===== src/bbi_pkg.sv =====
// shared types and constants for the bicubic b-spline interpolator
`default_nettype none
package bbi_pkg;
	localparam int FRAC_BITS  = 16;
	localparam int PIXEL_BITS = 16;
	localparam int AXIS_BITS  = 10;
	localparam int COORD_BITS = AXIS_BITS + FRAC_BITS;
	localparam int CFG_BITS   = AXIS_BITS + 1;
	localparam int ADDR_BITS  = 2 * AXIS_BITS;
	localparam int W_BITS     = 16;
	localparam int ACC_BITS   = PIXEL_BITS + 2 * W_BITS;
	localparam logic [CFG_BITS-1:0] MAX_ROWS = CFG_BITS'(1024);
	localparam logic [CFG_BITS-1:0] MAX_COLS = CFG_BITS'(1024);
	localparam logic [21:0] RECIP6 = 22'd2796203;
	localparam int RECIP_SHIFT = 24;

	localparam logic OP_WRITE  = 1'b0;
	localparam logic OP_INTERP = 1'b1;
	localparam logic REG_ROWS  = 1'b0;
	localparam logic REG_COLS  = 1'b1;

	typedef struct packed {
		logic                  op;
		logic [AXIS_BITS-1:0]  pixel_row;
		logic [AXIS_BITS-1:0]  pixel_col;
		logic [PIXEL_BITS-1:0] pixel_value;
		logic [COORD_BITS-1:0] coord_row;
		logic [COORD_BITS-1:0] coord_col;
	} req_word_t;

	typedef struct packed {
		logic [31:0] interp_value;
		logic        outside;
	} rsp_word_t;

	typedef enum logic [2:0] {
		ST_IDLE,
		ST_WGT,
		ST_RUN,
		ST_DRAIN,
		ST_DONE
	} state_t;

	typedef struct packed {
		logic       capture;
		logic       mem_wr;
		logic       issue;
		logic [3:0] tap;
		logic       res_load;
	} dp_cmd_t;

	typedef struct packed {
		logic outside;
	} dp_sts_t;
endpackage
`default_nettype wire


===== src/bbi_ctrl.sv =====
// controller state machine sequencing weight setup, taps and result
`default_nettype none
module bbi_ctrl (
	input  wire logic              clk,
	input  wire logic              arst_n,
	input  wire logic              req_valid,
	input  wire logic              req_op,
	output logic                   req_ready,
	output logic                   rsp_valid,
	input  wire logic              rsp_ready,
	input  wire bbi_pkg::dp_sts_t  sts,
	output bbi_pkg::dp_cmd_t       cmd
);
	import bbi_pkg::*;

	state_t     state_q, state_d;
	logic [3:0] cnt_q, cnt_d;
	logic       out_valid_q;

	always_ff @(posedge clk or negedge arst_n) begin
		if (!arst_n) begin
			state_q     <= ST_IDLE;
			cnt_q       <= '0;
			out_valid_q <= 1'b0;
		end else begin
			state_q <= state_d;
			cnt_q   <= cnt_d;
			if (cmd.res_load)
				out_valid_q <= 1'b1;
			else if (rsp_ready)
				out_valid_q <= 1'b0;
		end
	end

	always_comb begin
		state_d  = state_q;
		cnt_d    = cnt_q;
		cmd      = '0;
		cmd.tap  = cnt_q;
		req_ready = 1'b0;
		case (state_q)
			ST_IDLE: begin
				req_ready = 1'b1;
				cnt_d     = '0;
				if (req_valid && req_op == OP_WRITE)
					cmd.mem_wr = 1'b1;
				if (req_valid && req_op == OP_INTERP) begin
					cmd.capture = 1'b1;
					state_d     = sts.outside ? ST_DONE : ST_WGT;
				end
			end
			ST_WGT: begin
				cnt_d = cnt_q + 4'd1;
				if (cnt_q == 4'd3) begin
					cnt_d   = '0;
					state_d = ST_RUN;
				end
			end
			ST_RUN: begin
				cmd.issue = 1'b1;
				cnt_d     = cnt_q + 4'd1;
				if (cnt_q == 4'd15)
					state_d = ST_DRAIN;
			end
			ST_DRAIN: begin
				cnt_d = cnt_q + 4'd1;
				if (cnt_q == 4'd3) begin
					cnt_d   = '0;
					state_d = ST_DONE;
				end
			end
			ST_DONE: begin
				if (!out_valid_q || rsp_ready) begin
					cmd.res_load = 1'b1;
					state_d      = ST_IDLE;
				end
			end
			default: state_d = ST_IDLE;
		endcase
	end

	assign rsp_valid = out_valid_q;
endmodule
`default_nettype wire


===== config.mk =====
export PLATFORM = sky130hd
export DESIGN_NAME = bbi_ctrl
export DESIGN_NICKNAME = d
export VERILOG_FILES = /design/src/bbi_pkg.sv /design/src/bbi_ctrl.sv
export SDC_FILE = /design/constraint.sdc
export NUM_CORES = 1
export LEC_CHECK = 0
export BUFFER_PORTS_ARGS = -buffer_cell sky130_fd_sc_hd__buf_2
export CORE_UTILIZATION = 35
export CTS_CLUSTER_SIZE = 8
export DETAILED_ROUTE_END_ITERATION = 7
export PLACE_DENSITY_LB_ADDON = 0.3
export SYNTH_ARGS = -nofsm -noshare
export SYNTH_HDL_FRONTEND = slang
export SYNTH_SLANG_ARGS = --single-unit

===== constraint.sdc =====
create_clock -name clk -period 1.87 [get_ports clk]
set_clock_uncertainty 0.1 [all_clocks]
set_input_delay 0.0935 -clock clk [delete_from_list [all_inputs] [get_ports clk]]
set_output_delay 0.0935 -clock clk [all_outputs]
set_load 0.02 [all_outputs]

==> run_results.csv <==
group,metric,value,unit
place,place.gp.congestion,0.771,
critical_path,path_max_fanout,5,
grt,grt_pass1_wl,1.45,mm
logic_synthesis,syn-cell-area,457,um^2
clocking,cts.clk_slew.worst_paths,50,ps
hold_path,hp-class,"primary input to register",
detailed_routing,drtIter0Drc,6,
clocking,clkLatencyLatePin,250,ps
die,start_util,0.395,
clocking,cts_made_buffers,3,
grt,grt_usage,0.155,
detailed_routing,antenna_left,0,
logic_synthesis,avgSynthCellArea,9.93,um^2
final_layout,final_common_cell,"buf_2",
clocking,cts_tree,"done",
place,place_area,531,um^2
final_layout,nNetsFinal,72,
detailed_routing,routedWlPerCell,11.4,um
grt,overflow,0,
timing,timing.final.crit_share,0.848,
final_layout,diodes,0,
detailed_routing,via_per_inst,5.09,
die,core_area,1160,um^2
pwr,p_leak,0.305,nW
timing,rsz0062_at_grt,"no",
critical_path,cp-start-kind,"register",
timing,worst_slew_pin_slew,302,ps
grt,grt_max_degree,12,
final_layout,layout_common_cells,"buf_2 (15), dfrtp_1 (8), nand2_1 (6)",
logic_synthesis,synthesis.nets,53,
timing,relSlewSlack,0.799,
run,maxCapViolCount,0,
place,hpwl,673,um
die,design.die.area,1450,um^2
logic_synthesis,ys_ff_latch,8,
clocking,cts_root_buffer,"clkbuf_4",
timing,setup_viol,0,
final_layout,synthToLayoutAreaGrowth,23.3,%
pwr,fin_total_pwr,0.846,mW
clocking,cts_buffer_depth,2,
logic_synthesis,synth.distinct_cells,24,
hold_path,hp-start,"rsp_ready",
run_status,status,"finished, final reports clean",
logic_synthesis,syn_inst,46,
critical_path,critical_path_class,"register to register",
clocking,ctsHtreeMaxLevel,1,
grt,first_global_vias,346,
clocking,clock_sinks,8,
detailed_routing,num_vias,392,
critical_path,crit_required,1950,ps
detailed_routing,drc_errors,0,
logic_synthesis,ys_seq_area_frac,0.438,
final_layout,stdcell_area,563,um^2
timing,post-route-min-period,1590,ps
pwr,powerDensity,1500,nW/um^2
pwr,ir_drop,0.834,mV
final_layout,fillCellCount,116,
detailed_routing,dr.pass1.iters,4,
die,die_w,38.1,um
place,portBuffers,15,
timing,final-hold-violation-count,0,
logic_synthesis,yosys_warnings,0,
die,die_h,38.1,um
timing,maxSlewViolCount,0,
detailed_routing,totalWireLength,881,um
die,rows,12,
timing,tns,0,ps
die,top_level_ports,16,
grt,antenna_found_initial,0,
final_layout,final_layout_size_suffix_gt1_frac,0.365,
critical_path,cp-startpoint,"cnt_q[0]$_DFFE_PN0P_",
critical_path,end_kind,"register",
critical_path,r2r-start,"cnt_q[0]$_DFFE_PN0P_",
critical_path,arrival,1670,ps
timing,fmax,631,MHz
==> registers in the layout, indices dropped and copies added (netlist names) <==
register	count
cnt_q	4
rsp_valid	1
state_q	3
==> cell families (layout without fill, tap and decap cells) <==
| logic type | count (synthesis) | count (layout) | share of synthesized area |
|---|---|---|---|
| buffers and inverters | 5 | 22 | 0.0658 |
| DFF | 8 | 8 | 0.438 |
| adders and majority gates | 1 | 1 | 0.0274 |
| and+or+nand+nor | 21 | 21 | 0.274 |
| AOI/OAI and AO/OA | 9 | 9 | 0.156 |
| xor gates and xnor gates | 2 | 2 | 0.0384 |
==> repair_timing <==
item	CTS	global route
hold endpoints to repair	8	0
resized for setup	0	0
hold buffers	1	0
setup buffers	0	0
==> layer usage <==
metal  wire length (um)  up-vias  GRT usage  share of wire
met1                429      174      0.204           0.49
met3                 70        4     0.0523          0.079
met5                  0        -          0              0
met4                 22        0      0.107          0.025
li1                   -      201          -              -
met2                359       13      0.208           0.41
==> per-stage QoR <==
step	hold WS, ps	util	setup slack (ps)	std cells
3_5_place_dp	-151	0.459	306	73
3_3_place_gp	-154	0.459	332	73
6_report	51.7	0.487	284	77
4_1_cts	59.5	0.487	287	77
5_1_grt	61.3	0.487	215	77
2_1_floorplan	-302	-	255	46
==> cells in the mapped netlist (all sizes together) <==
| library cell | count | share of area |
|---|---|---|
| nand2b | 3 | 0.041 |
| and4bb | 1 | 0.036 |
| dfrtp | 8 | 0.44 |
| or3 | 1 | 0.025 |
| inv | 3 | 0.025 |
| and3 | 3 | 0.041 |
| clkbuf | 1 | 0.016 |
| a32o | 1 | 0.022 |
| a21o | 1 | 0.016 |
| a21oi | 1 | 0.011 |
| and3b | 1 | 0.019 |
| nor2 | 2 | 0.016 |
| buf | 1 | 0.025 |
| nor3 | 2 | 0.022 |
| a31oi | 1 | 0.014 |
| nand2 | 6 | 0.049 |
| ha | 1 | 0.027 |
| nand4 | 1 | 0.014 |
| xnor2 | 1 | 0.019 |
| o311a | 1 | 0.022 |
| xor2 | 1 | 0.019 |
| o22ai | 1 | 0.014 |
| nand3 | 1 | 0.011 |
| o21ai | 3 | 0.058 |
==> worst max-delay path, stage by stage (launching register included) <==
cell and delay, ps:
dfrtp_1 420, ha_1 270, and4bb_4 230, or3_4 360, o21ai_2 140
==> where the power goes <==
part | internal (mW) | switching (mW)
Combinational | 0.173 | 0.227
Sequential | 0.233 | 0.0848
Clock | 0.0732 | 0.0546
==> worst paths after layout <==
check                                              to  slack (ps)  cells after the start
worst max-delay path             cnt_q[3]$_DFFE_PN0P_         280                      4
worst min-delay path            rsp_valid$_DFFE_PN0P_          50                      3
worst max register to register   cnt_q[3]$_DFFE_PN0P_         280                      4
worst min register to register   cnt_q[0]$_DFFE_PN0P_         430                      1
max in group asynchronous        cnt_q[1]$_DFFE_PN0P_        1380                      2
min in group asynchronous        cnt_q[0]$_DFFE_PN0P_         120                      2
==> area by class of cell <==
| class | instances | area [um^2] | share of cell area |
|---|---|---|---|
| Sequential cell | 8 | 200 | 0.356 |
| Multi-Input combinational cell | 33 | 226 | 0.402 |
| Tap cell | 14 | 17.5 | 0.0311 |
| Inverter | 3 | 11.3 | 0.0200 |
| Clock buffer | 3 | 22.5 | 0.0400 |
| Timing Repair Buffer | 16 | 85.1 | 0.151 |
Note: power is estimated with default switching activity, not from simulation.
